===== src/rtl/mtm_pkg.sv =====
// multi timer manager package: mode codes, queue entry type, engine state type
// and sizing constants used by the front end, the command queue and the engine
package mtm_pkg;

  localparam int NumTimersDef = 8;
  localparam int TickBitsDef  = 32;
  localparam int IdxW         = 3;
  localparam int IvalW        = 32;

  typedef enum logic [2:0] {
    MODE_INIT  = 3'd0,
    MODE_START = 3'd1,
    MODE_STOP  = 3'd2,
    MODE_REM   = 3'd3,
    MODE_SET   = 3'd4,
    MODE_GET   = 3'd5,
    MODE_TICK  = 3'd6,
    MODE_NONE  = 3'd7
  } mode_t;

  // classified command word passed from front to back
  typedef struct packed {
    mode_t             mode;
    logic              bad_idx;
    logic [IdxW-1:0]   idx;
    logic [IvalW-1:0]  ival;
    logic              per;
  } cmd_t;

  typedef enum logic [2:0] {
    ST_IDLE,
    ST_ARM_SCAN,
    ST_ARM_INS,
    ST_TICK_CHK,
    ST_OUT
  } eng_state_t;

endpackage


===== src/rtl/mtm_front.sv =====
// front end: accepts input words, flags out-of-range indexes, two-entry queue
// depends on mtm_pkg
module mtm_front #(
  parameter int NUM_TIMERS = mtm_pkg::NumTimersDef
) (
  input  logic                 clk,
  input  logic                 rst_n,
  input  logic                 in_tvalid,
  output logic                 in_tready,
  input  logic [39:0]          in_tdata,
  output logic                 q_valid,
  input  logic                 q_pop,
  output mtm_pkg::cmd_t        q_cmd
);

  mtm_pkg::cmd_t q_r [2];
  logic [1:0] cnt_r, cnt_nxt;
  logic       rd_r, wr_r;
  mtm_pkg::cmd_t c;
  logic push, pop;

  // classify incoming word
  always_comb begin
    c.mode    = mtm_pkg::mode_t'(in_tdata[2:0]);
    c.idx     = in_tdata[5:3];
    c.ival    = in_tdata[37:6];
    c.per     = in_tdata[38];
    c.bad_idx = (32'(in_tdata[5:3]) >= 32'(NUM_TIMERS));
  end

  assign in_tready = (cnt_r != 2'd2);
  assign push      = in_tvalid && in_tready;
  assign q_valid   = (cnt_r != 2'd0);
  assign pop       = q_pop && q_valid;
  assign q_cmd     = q_r[rd_r];

  always_comb begin
    cnt_nxt = cnt_r;
    if (push && !pop) cnt_nxt = cnt_r + 2'd1;
    else if (!push && pop) cnt_nxt = cnt_r - 2'd1;
  end

  // queue pointers
  always_ff @(posedge clk) begin
    if (!rst_n) begin
      cnt_r <= '0;
      rd_r  <= 1'b0;
      wr_r  <= 1'b0;
    end else begin
      cnt_r <= cnt_nxt;
      if (push) wr_r <= ~wr_r;
      if (pop) rd_r <= ~rd_r;
    end
  end

  // queue storage
  always_ff @(posedge clk) begin
    if (push) q_r[wr_r] <= c;
  end

endmodule


===== src/rtl/mtm_engine.sv =====
// timer engine: timer table, ordered link list and tick walk
// depends on mtm_pkg; fed by mtm_front
module mtm_engine #(
  parameter int NUM_TIMERS = mtm_pkg::NumTimersDef,
  parameter int TICK_BITS  = mtm_pkg::TickBitsDef
) (
  input  logic            clk,
  input  logic            rst_n,
  input  logic            q_valid,
  output logic            q_pop,
  input  mtm_pkg::cmd_t   q_cmd,
  output logic            out_tvalid,
  input  logic            out_tready,
  output logic [39:0]     out_tdata,
  output logic            out_tlast
);

  localparam int PW = (NUM_TIMERS > 1) ? $clog2(NUM_TIMERS) : 1;
  localparam int CW = $clog2(NUM_TIMERS + 1);
  localparam int TW = TICK_BITS;

  logic [TW-1:0] now_r;
  logic [TW-1:0] ival_r [NUM_TIMERS];
  logic [TW-1:0] start_r [NUM_TIMERS];
  logic [TW-1:0] dl_r [NUM_TIMERS];
  logic [NUM_TIMERS-1:0] per_r, act_r, lnk_r, rarm_r;
  logic [PW-1:0] ord_r [NUM_TIMERS];
  logic [CW-1:0] lcnt_r;

  mtm_pkg::eng_state_t st_r, st_nxt;
  logic [PW-1:0] tgt_r;
  logic [CW-1:0] pos_r;
  logic [CW-1:0] nrep_r;
  logic [2:0]    pend_r;
  logic [TW-1:0] mine_r;
  logic          is_tick_r;

  // output register
  logic        ov_r;
  logic        o_status_r, o_fired_r, o_last_r;
  logic [2:0]  o_idx_r;
  logic [31:0] o_ival_r;

  assign out_tvalid = ov_r;
  assign out_tlast  = o_last_r;
  assign out_tdata  = {3'b0, o_ival_r, o_idx_r, o_fired_r, o_status_r};

  logic [PW-1:0] eidx, tidx;
  logic [TW-1:0] rem_e, elapsed;
  logic          head_ok;
  logic [PW-1:0] head_t;
  logic [PW-1:0] cidx;
  logic          oslot;
  logic          cmd_ok, cmd_status;
  logic [31:0]   cmd_ival;
  logic          tick_end, tick_fire;
  logic          o_load;
  logic [PW-1:0] ul_t;
  logic          ul_hit, ul_go;
  logic [PW-1:0] ul_ord [NUM_TIMERS];
  logic [PW-1:0] ins_ord [NUM_TIMERS];

  assign cidx  = PW'(q_cmd.idx);
  assign oslot = !ov_r || out_tready;
  assign eidx  = ord_r[pos_r[PW-1:0]];
  assign rem_e = dl_r[eidx] - now_r;

  // first linked timer not yet rearmed this tick
  always_comb begin
    head_ok = 1'b0;
    head_t  = '0;
    for (int j = NUM_TIMERS - 1; j >= 0; j--) begin
      if (CW'(j) < lcnt_r && !rarm_r[ord_r[j]]) begin
        head_ok = 1'b1;
        head_t  = ord_r[j];
      end
    end
  end
  assign tidx    = head_t;
  assign elapsed = now_r - start_r[tidx];

  // command classification and tick decision
  always_comb begin
    cmd_ok     = q_cmd.mode != mtm_pkg::MODE_TICK && q_cmd.mode != mtm_pkg::MODE_NONE &&
                 !q_cmd.bad_idx;
    cmd_status = q_cmd.mode != mtm_pkg::MODE_TICK && q_cmd.mode != mtm_pkg::MODE_NONE &&
                 (q_cmd.bad_idx || (q_cmd.mode == mtm_pkg::MODE_STOP && !act_r[cidx]));
    cmd_ival   = (cmd_ok && q_cmd.mode == mtm_pkg::MODE_GET) ? 32'(ival_r[cidx]) : '0;
    tick_end   = !head_ok || nrep_r == CW'(NUM_TIMERS) || elapsed < ival_r[tidx];
    tick_fire  = (st_r == mtm_pkg::ST_TICK_CHK) && oslot && !tick_end;
  end

  // list with one timer taken out
  always_comb begin
    ul_t   = (st_r == mtm_pkg::ST_TICK_CHK) ? tidx : cidx;
    ul_hit = 1'b0;
    for (int j = 0; j < NUM_TIMERS; j++) ul_ord[j] = ord_r[j];
    for (int j = 0; j < NUM_TIMERS - 1; j++) begin
      if (CW'(j) < lcnt_r && ord_r[j] == ul_t) ul_hit = 1'b1;
      if (ul_hit) ul_ord[j] = ord_r[j + 1];
    end
    ul_go = lnk_r[ul_t] && (tick_fire ||
            (st_r == mtm_pkg::ST_IDLE && q_pop && cmd_ok &&
             (q_cmd.mode == mtm_pkg::MODE_INIT || q_cmd.mode == mtm_pkg::MODE_START ||
              q_cmd.mode == mtm_pkg::MODE_REM ||
              (q_cmd.mode == mtm_pkg::MODE_STOP && act_r[cidx]))));
  end

  // list with the armed timer put in at the scan position
  always_comb begin
    for (int j = 0; j < NUM_TIMERS; j++) ins_ord[j] = ord_r[j];
    for (int j = 1; j < NUM_TIMERS; j++)
      if (CW'(j) > pos_r && CW'(j) <= lcnt_r) ins_ord[j] = ord_r[j - 1];
    ins_ord[pos_r[PW-1:0]] = tgt_r;
  end

  // sequencer next state
  always_comb begin
    st_nxt = st_r;
    q_pop  = 1'b0;
    o_load = 1'b0;
    unique case (st_r)
      mtm_pkg::ST_IDLE: begin
        if (q_valid && oslot) begin
          q_pop = 1'b1;
          if (q_cmd.mode == mtm_pkg::MODE_TICK) st_nxt = mtm_pkg::ST_TICK_CHK;
          else if (cmd_ok && q_cmd.mode == mtm_pkg::MODE_START) st_nxt = mtm_pkg::ST_ARM_SCAN;
          else st_nxt = mtm_pkg::ST_OUT;
        end
      end
      mtm_pkg::ST_ARM_SCAN: begin
        if (pos_r == lcnt_r || (dl_r[eidx] != dl_r[tgt_r] && rem_e > mine_r))
          st_nxt = mtm_pkg::ST_ARM_INS;
      end
      mtm_pkg::ST_ARM_INS: st_nxt = is_tick_r ? mtm_pkg::ST_TICK_CHK : mtm_pkg::ST_OUT;
      mtm_pkg::ST_TICK_CHK: begin
        if (oslot) begin
          if (tick_end) begin
            o_load = 1'b1;
            st_nxt = mtm_pkg::ST_IDLE;
          end else begin
            o_load = (nrep_r != '0);
            if (per_r[tidx] && act_r[tidx]) st_nxt = mtm_pkg::ST_ARM_SCAN;
          end
        end
      end
      mtm_pkg::ST_OUT: begin
        if (oslot) begin
          o_load = 1'b1;
          st_nxt = mtm_pkg::ST_IDLE;
        end
      end
      default: st_nxt = mtm_pkg::ST_IDLE;
    endcase
  end

  // state register
  always_ff @(posedge clk) begin
    if (!rst_n) st_r <= mtm_pkg::ST_IDLE;
    else st_r <= st_nxt;
  end

  // output valid
  always_ff @(posedge clk) begin
    if (!rst_n) ov_r <= 1'b0;
    else if (o_load) ov_r <= 1'b1;
    else if (out_tready) ov_r <= 1'b0;
  end

  // ordered link list
  always_ff @(posedge clk) begin
    if (!rst_n) begin
      lcnt_r <= '0;
      lnk_r  <= '0;
      for (int i = 0; i < NUM_TIMERS; i++) ord_r[i] <= '0;
    end else if (ul_go) begin
      for (int i = 0; i < NUM_TIMERS; i++) ord_r[i] <= ul_ord[i];
      lcnt_r <= lcnt_r - 1'b1;
      lnk_r  <= lnk_r & ~(NUM_TIMERS'(1) << ul_t);
    end else if (st_r == mtm_pkg::ST_ARM_INS) begin
      for (int i = 0; i < NUM_TIMERS; i++) ord_r[i] <= ins_ord[i];
      lcnt_r <= lcnt_r + 1'b1;
      lnk_r  <= lnk_r | (NUM_TIMERS'(1) << tgt_r);
    end
  end

  // timer table, walk registers and result word
  always_ff @(posedge clk) begin
    if (!rst_n) begin
      now_r  <= '0;
      per_r  <= '0;
      act_r  <= '0;
      rarm_r <= '0;
      for (int i = 0; i < NUM_TIMERS; i++) begin
        ival_r[i]  <= '0;
        start_r[i] <= '0;
        dl_r[i]    <= '0;
      end
    end else begin
      unique case (st_r)
        mtm_pkg::ST_IDLE: begin
          if (q_pop) begin
            is_tick_r <= (q_cmd.mode == mtm_pkg::MODE_TICK);
            if (q_cmd.mode == mtm_pkg::MODE_TICK) begin
              now_r  <= now_r + 1'b1;
              rarm_r <= '0;
              nrep_r <= '0;
            end else begin
              o_status_r <= cmd_status;
              o_fired_r  <= 1'b0;
              o_idx_r    <= '0;
              o_ival_r   <= cmd_ival;
              o_last_r   <= 1'b1;
              if (cmd_ok) begin
                unique case (q_cmd.mode)
                  mtm_pkg::MODE_INIT: begin
                    per_r[cidx]   <= q_cmd.per;
                    act_r[cidx]   <= 1'b0;
                    start_r[cidx] <= '0;
                    dl_r[cidx]    <= '0;
                    ival_r[cidx]  <= TW'(q_cmd.ival);
                  end
                  mtm_pkg::MODE_START: begin
                    start_r[cidx] <= now_r;
                    dl_r[cidx]    <= now_r + ival_r[cidx];
                    mine_r        <= ival_r[cidx];
                    act_r[cidx]   <= 1'b1;
                    tgt_r         <= cidx;
                    pos_r         <= '0;
                  end
                  mtm_pkg::MODE_STOP: if (act_r[cidx]) act_r[cidx] <= 1'b0;
                  mtm_pkg::MODE_SET: ival_r[cidx] <= TW'(q_cmd.ival);
                  default: ;
                endcase
              end
            end
          end
        end
        // walk list to find insertion point, one entry a cycle
        mtm_pkg::ST_ARM_SCAN: begin
          if (st_nxt == mtm_pkg::ST_ARM_SCAN) pos_r <= pos_r + 1'b1;
        end
        // examine list head; the previous report leaves once the next step is known
        mtm_pkg::ST_TICK_CHK: begin
          if (oslot) begin
            o_status_r <= 1'b0;
            o_ival_r   <= '0;
            if (tick_end) begin
              o_fired_r <= (nrep_r != '0);
              o_idx_r   <= (nrep_r != '0) ? pend_r : 3'd0;
              o_last_r  <= 1'b1;
            end else begin
              o_fired_r <= 1'b1;
              o_idx_r   <= pend_r;
              o_last_r  <= 1'b0;
              pend_r    <= 3'(tidx);
              nrep_r    <= nrep_r + 1'b1;
              if (per_r[tidx] && act_r[tidx]) begin
                start_r[tidx] <= now_r;
                dl_r[tidx]    <= now_r + ival_r[tidx];
                mine_r        <= ival_r[tidx];
                rarm_r[tidx]  <= 1'b1;
                tgt_r         <= tidx;
                pos_r         <= '0;
              end else begin
                act_r[tidx] <= 1'b0;
              end
            end
          end
        end
        default: ;
      endcase
    end
  end

endmodule


===== src/rtl/multi_timer_manager_unit.sv =====
// multi timer manager top level: command front end and timer engine
// depends on mtm_pkg, mtm_front, mtm_engine
//
// usage: each input word on the in_ stream is one command (init, start, stop,
// remove, set interval, get interval, tick). other commands give one result
// word on the out_ stream; a tick gives one word per expired timer in
// deadline order (ties in arming order), or one empty word if none expired.
// out_tlast marks the final word of each command.
// a plain command's result is registered: the engine pops the word, moves to
// its output state and loads the result word before it takes the next word.
// a start walks the ordered list one entry a cycle, then inserts. a tick
// examines the list head timer by timer and, for each periodic rearm, walks
// the list and inserts that timer again. a two-word queue lets input words
// arrive while the engine works.
// reset clears the tick counter, all timers and the list.
// when the receiver stalls the engine holds its result and the queue fills,
// then in_tready drops.
module multi_timer_manager_unit #(
  parameter int NUM_TIMERS = mtm_pkg::NumTimersDef,
  parameter int TICK_BITS  = mtm_pkg::TickBitsDef
) (
  input  logic        clk,
  input  logic        rst_n,
  input  logic        in_tvalid,
  output logic        in_tready,
  input  logic [39:0] in_tdata,   // mode, timer_index, interval, periodic
  output logic        out_tvalid,
  input  logic        out_tready,
  output logic [39:0] out_tdata,  // status, fired, fired_index, interval_out
  output logic        out_tlast
);

  logic          q_valid, q_pop;
  mtm_pkg::cmd_t q_cmd;

  mtm_front #(.NUM_TIMERS(NUM_TIMERS)) u_front (
    .clk, .rst_n, .in_tvalid, .in_tready, .in_tdata,
    .q_valid, .q_pop, .q_cmd
  );

  mtm_engine #(.NUM_TIMERS(NUM_TIMERS), .TICK_BITS(TICK_BITS)) u_engine (
    .clk, .rst_n, .q_valid, .q_pop, .q_cmd,
    .out_tvalid, .out_tready, .out_tdata, .out_tlast
  );

  // a pop only happens when a queued word exists
  a_pop_valid: assert property (@(posedge clk) disable iff (!rst_n)
    q_pop |-> q_valid) else $error("pop of empty queue");

  // a result is never dropped while stalled
  a_out_hold: assert property (@(posedge clk) disable iff (!rst_n)
    out_tvalid && !out_tready |=> out_tvalid) else $error("result dropped");

endmodule

===== config.mk =====
export PLATFORM = sky130hd
export DESIGN_NAME = multi_timer_manager_unit
export DESIGN_NICKNAME = d
export VERILOG_FILES = /design/src/rtl/mtm_pkg.sv /design/src/rtl/mtm_front.sv /design/src/rtl/mtm_engine.sv /design/src/rtl/multi_timer_manager_unit.sv
export SDC_FILE = /design/constraint.sdc
export NUM_CORES = 2
export LEC_CHECK = 0
export ABC_AREA = 0
export BUFFER_PORTS_ARGS = -buffer_cell sky130_fd_sc_hd__buf_4
export CORE_MARGIN = 4
export CORE_UTILIZATION = 63
export DETAILED_ROUTE_END_ITERATION = 12
export GPL_ROUTABILITY_DRIVEN = 0
export GPL_TIMING_DRIVEN = 1
export PLACE_DENSITY = 0.77
export REMOVE_ABC_BUFFERS = 1
export SETUP_SLACK_MARGIN = 0.2
export SKIP_LAST_GASP = 1
export SLEW_MARGIN = 20
export SYNTH_ARGS = -nofsm -noshare
export SYNTH_HDL_FRONTEND = slang
export SYNTH_HIERARCHICAL = 1
export SYNTH_SLANG_ARGS = --single-unit
export TNS_END_PERCENT = 100

===== constraint.sdc =====
create_clock -name clk -period 16.2 [get_ports clk]
set_clock_uncertainty 0.15 [all_clocks]
set_input_delay 3.24 -clock clk [delete_from_list [all_inputs] [get_ports clk]]
set_output_delay 3.24 -clock clk [all_outputs]
set_load 0.02 [all_outputs]

### Yosys cells after proc, flatten, opt, wreduce, memory -nomap -nowiden

Memories as Yosys holds them, arrays and structs flattened. A register that Yosys moved wholly into a read port is not among the register bits.
Index checks and enable logic that the tools add are counted.

| word-level totals | value |
|---|---|
| input port bits | 44 |
| flip-flop bits (word level) | 161 |
| output and inout bits | 43 |
| memories kept | 5 |
| memory bits (writable) | 870 |
| logic and storage cells | 480 |

Memory list:

| name | depth | bits a word | rd ports | clocked after memory_dff | write ports | line | source |
|---|---|---|---|---|---|---|---|
| u_engine.dl_r | 8 | 32 | 2 | 1 | 8 | mtm_engine.sv:25 | `logic [TW-1:0] dl_r [NUM_TIMERS];` |
| u_engine.ival_r | 8 | 32 | 2 | 0 | 8 | mtm_engine.sv:23 | `logic [TW-1:0] ival_r [NUM_TIMERS];` |
| u_engine.start_r | 8 | 32 | 1 | 0 | 8 | mtm_engine.sv:24 | `logic [TW-1:0] start_r [NUM_TIMERS];` |
| u_front.q_r | 2 | 39 | 1 | 1 | 1 | mtm_front.sv:16 | `mtm_pkg::cmd_t q_r [2];` |
| u_engine.ord_r | 8 | 3 | 9 | 1 | 8 | mtm_engine.sv:27 | `logic [PW-1:0] ord_r [NUM_TIMERS];` |

| operators by class | value |
|---|---|
| order comparisons | 39 |
| muxes and demuxes | 239 |
| bitwise gates (word level) | 33 |
| add/subtract/negate cells | 11 |
| eq/ne operators | 36 |
| reduce and logical (&&, ||, !) cells | 93 |
| shift operators | 2 |

Operator list:

| kind | count |
|---|---|
| 32-bit 2-to-1 mux | 19 |
| 3-bit 2-to-1 mux | 68 |
| 32-bit OR reduction | 5 |
| 32-bit case mux with 2 select lines | 2 |
| 8-bit 2-to-1 mux | 14 |
| 1-bit 2-to-1 mux | 91 |
| 32-bit adder | 2 |
| 32-bit subtractor | 2 |
| 4-bit 2-to-1 mux | 14 |
| 1-bit logical AND | 45 |
| 3-bit by 4-bit less-than comparator with 1-bit output, second input constant | 11 |
| 1-bit binary-select mux with 3-bit select | 12 |
| 32-bit by 1-bit adder with 32-bit output, second input constant | 1 |
| 32-bit > comparator | 1 |
| 32-bit less-than comparator | 1 |
| 32-bit inequality test | 1 |
| 8-bit case mux with 2 select lines | 2 |
| 8-bit AND | 3 |
| 24-bit bitwise mux | 1 |
| 8-bit NOT | 3 |
| 8-bit bitwise OR | 3 |
| 8-bit case mux with 3 select lines | 1 |
| 3-bit equality test | 7 |
| 1-bit bitwise OR | 19 |
| 51 further kinds | 125 |

### Logic depth before layout (Yosys ltp)

An unclocked memory read counts as a cell.

| depth | value |
|---|---|
| depth in word-level cells | 26 |
| depth in mapped cells | 49 |
| gate-level depth less buffers | 42 |

### Modules after synthesis

The synthesis kept the hierarchy.

By module, submodules not included:

| module | instances | cells each | sequential area each (um^2) | area each (um^2) |
|---|---|---|---|---|
| mtm_engine | 1 | 5381 | 27896.8 | 56160.1 |
| mtm_front | 1 | 147 | 2442.3 | 3061.7 |

### Worst setup path before layout

No wires, ideal clock.

| timing path | value |
|---|---|
| path type | flip-flop to flip-flop |
| start point | memory u_engine/ord_r[4][0] (netlist bit) |
| end point | memory u_engine/dl_r[1][0] (netlist bit) (enable) |
| data required time | 15627 ps |
| data arrival time | 9864 ps |
| setup slack | 5763 ps |
| path buffers | 9 |
| period minus slack after synthesis | 10437 ps |
| setup time | 423 ps |
| stages on the path, launching flop included | 42 |
| path through | edfxtp_1 -> buf_2 -> mux4_2 -> a211oi_1 -> a31oi_1 -> mux2_2 -> a211oi_2 -> or3_1 -> buf_2 -> buf_1 -> buf_2 -> buf_2 -> buf_1 -> clkbuf_1 -> nor2_1 -> nor3_1 -> ha_1 -> inv_1 -> [6 not listed] -> a31oi_1 -> a31oi_1 -> o21ai_0 -> o31ai_1 -> nand2_1 -> a21oi_1 -> xnor2_1 -> ha_1 -> nand4_1 -> nor4_1 -> nand4b_1 -> a311o_1 -> o211ai_4 -> nor4b_2 -> buf_4 -> a22oi_2 -> buf_2 -> nand2_1 |

RTL lines:

| item | line |
|---|---|
| start, declared | mtm_engine.sv:27 |
| end, declared | mtm_engine.sv:25 |

==> run metrics <==
outcome=finished, final reports clean; combinational family with the most area after synthesis=simple AND/OR/NAND/NOR gates; synth-to-layout area growth=8.91%; Seq pwr share=between 20% and 30%; Startpoint Class=register; Critical Path End Type=register; global-route wire length before repair=271,000 um; PD cells=215 nW/um2; Comb pwr share=between 50% and 60%; Synth Area in Simple Gates=between 10% and 20%; Post-Route Setup TNS=0 ns; final wirelength=approximately 180,000 um; CTS tree=yes; Final HPWL DP=113,000 um; unrepaired setup endpoints after global routing=false; area of the multi-input gates=26,900 um2; required time worst endpoint=16.41 ns; Via density=6.87; # IOs=87; antenna violations before repair=3; mux share of post-synthesis cell area=a little over 7%; CTS clk-pin slew, worst paths=around 0.060 ns; arrival time worst endpoint=between 10 and 15 ns; Int Pwr=around 7.4 mW; largest net degree at the start of global routing=170; die area=between 90,000 and 100,000 um2; sequential cell area=slightly above 30,000 um2; Fillers=about 6,700; maximum VDD drop=~0.00019 V; Main synth FF type=edfxtp_1; drt pass-1 iters=6; worst hold slack=between 0.3 and 0.4 ns; syn avg cell area=~11 um2; reg2reg setup slack=2.47 ns; Synth Area in Adders=4.32%; CTS sink cnt=1,038; DR vias=around 47,000; Clk Tree Root Cell=clkbuf_16; Synth Area in Compound Gates=13.0%; maximum clock frequency=about 73 MHz; Starting Density=between 60 and 70%; Hold WC Path Type=reg -> reg; DRT antenna net count=0; CP Class=reg -> reg; global route overflow=0; die width=between 300 and 400 um; clock latency at the later pin of the worst-skew pair=0.69 ns; # DRC=0; port bufs=82; max_cap viols=0; fraction of layout cells with a size suffix above 1=a little under an eighth; Tmin final=about 14 ns; vias in the first global route=about 46,000; final hold viol count=0; Die Ht=315 um; post-synthesis xor/xnor area fraction=under 10%; CTS H-tree lvls=3; Net Sw Frac=a little under half; post-CTS resize count=0; post-CTS setup buffer count=0; #FFs+latches synth=approximately 1,000; Final Slew Violations=0; Yosys Warn Count=6; Inserted Clock Buffers=about 110; Post-CTS Hold Buffers=0; DR iter-0 viols=around 6,600; core box area=roughly 93,000 um2; GRT Total Usage=36.2%; Critical Path Max Stage Delay=0.95 ns; ys async rst share=0%; Layout Nets=approximately 5,700; Max-slew headroom=under 10%; Max clock buf depth=3; Clk pwr share=a little under a fifth; Final period util=84.8%; number of flops mapped to enable cells by yosys=~960; worst-margin pin slew=approximately 1.4 ns; Synth Cell Area=59,200 um2; Psw=6.52 mW; CP Max Fanout=52; slowest stage cell, crit path=nor4_1; site row count=~110; routed len/inst=27.0 um; Unique masters post-synth=between 90 and 100; sequential area share after synthesis=about half; Mapped Cells=approximately 5,500; Leakage=approximately 25 nW; Final setup viols=0
layout by cell type, fill, tap and decap left out, drive strengths merged, types with 43 or more instances in the layout:
cell type,instances
a211oi,44
a21o,57
a21oi,242
a221oi,45
a22o,43
a22oi,139
a31oi,60
a32oi,58
and2,305
and3,354
buf,180
clkbuf,125
clkinv,44
dfxtp,83
edfxtp,955
ha,198
inv,188
mux2,64
mux2i,163
mux4,84
nand2,615
nand3,117
nor2,509
nor3,56
o21ai,146
xnor2,114
xor2,44
final cells by class:
| class | count | area share (%) |
|---|---|---|
| clock inverter | 73 | 1.26 |
| inverter | 184 | 1.08 |
| tap | 1254 | 2.43 |
| clock buffer | 124 | 4.28 |
| antenna | 1 | 0.00388 |
| sequential | 1038 | 47.1 |
| multi-input combinational | 3919 | 41.7 |
| timing repair buffer | 181 | 2.15 |
power groups by stage:
stage,Combinational (mW),Sequential [mW],Clock [mW]
after global routing,8.63,3.29,2.65
final,8.10,3.27,2.52
after detailed placement,7.76,3.32,0
after global placement,7.58,3.31,0
after floorplan,5.16,3.35,0
after CTS,7.82,3.26,2.53
synth_stat cells (57+ instances only):
cell,n,area (um2)
xnor2_1,114,998
ha_1,198,2480
buf_2,85,425
dfxtp_1,83,1660
a21oi_1,242,1210
nand2_1,615,2310
mux2i_1,163,1630
inv_1,180,676
mux4_2,84,1890
a21o_1,57,428
edfxtp_1,955,28700
mux2_2,62,698
o21ai_0,141,706
nor2_1,508,1910
and2_1,304,1900
a31oi_1,60,375
a22oi_1,103,773
nand3_1,116,581
and3_1,354,2210
clkbuf_1,236,886
critical path, delay by kind of cell, from the launching register on:
kind	cells	cell delay, ns
simple gates	13	5.98
compound gates	16	4.22
buf+inv	5	1.58
fa+ha+maj	3	0.82
flops	1	0.41
xor+xnor	1	0.10
metal layers:
layer | routed length [um] | track usage (%) | up-vias | part of all wire (%)
met5 | 26 | 0 | - | 0.014
met4 | 10800 | 18.8 | 4 | 5.9
met2 | 83400 | 58.2 | 3277 | 46
li1 | - | - | 20300 | -
met3 | 24700 | 9.25 | 784 | 13
met1 | 64000 | 45.4 | 22200 | 35
final timing paths:
path	from	to	cells after the start
worst max-delay path	u_engine/lcnt_r[0]$_SDFFE_PN0P_	u_engine/dl_r[4][30]$_SDFFCE_PN0P_	38
worst min-delay path	u_engine/lnk_r[3]$_SDFFE_PN0P_	u_engine/lnk_r[3]$_SDFFE_PN0P_	2
worst max register to register	u_engine/lcnt_r[0]$_SDFFE_PN0P_	u_engine/dl_r[4][30]$_SDFFCE_PN0P_	38
worst min register to register	u_engine/lnk_r[3]$_SDFFE_PN0P_	u_engine/lnk_r[3]$_SDFFE_PN0P_	2
state kept, by name, indices dropped and copies added (netlist names), 2 cells and up, named ones only:
name,count
u_engine/mine_r,32
u_engine/pend_r,3
u_engine/pos_r,4
u_engine/nrep_r,4
u_engine/now_r,32
u_front/cnt_r,2
u_engine/lcnt_r,4
u_engine/st_r,3
u_engine/o_ival_r,32
u_engine/ival_r,256
u_engine/per_r,8
u_engine/o_idx_r,3
u_engine/start_r,256
u_engine/rarm_r,8
u_front/q_r,78
u_engine/dl_r,256
u_engine/tgt_r,3
u_engine/lnk_r,8
u_engine/ord_r,24
metrics by stage:
| step | cell area, um2 | utilization, % | power [mW] | setup slack, ns | std cells |
|---|---|---|---|---|---|
| finish | 64500 | 69.1 | 13.9 | 2.47 | 6774 |
| global route | 64500 | 69.1 | 14.6 | 2.08 | 6773 |
| CTS | 64500 | 69.1 | 13.6 | 2.98 | 6772 |
| detailed placement | 60900 | 65.3 | 11.1 | 3.07 | 6575 |
| global placement | 60900 | 65.3 | 10.9 | 3.26 | 6575 |
| floorplan | 57600 | - | 8.50 | -3.56 | 5141 |
logic make-up after synthesis:
group	after synthesis
flip-flops	1038
multiplexers	311
AO/OA/AOI/OAI	1080
XOR/XNOR	159
adder cells (fa/ha/maj)	202
AND/OR/NAND/NOR	2163
buffers and inverters	573
other	2
No activity file was read; power rests on OpenSTA's default activity.
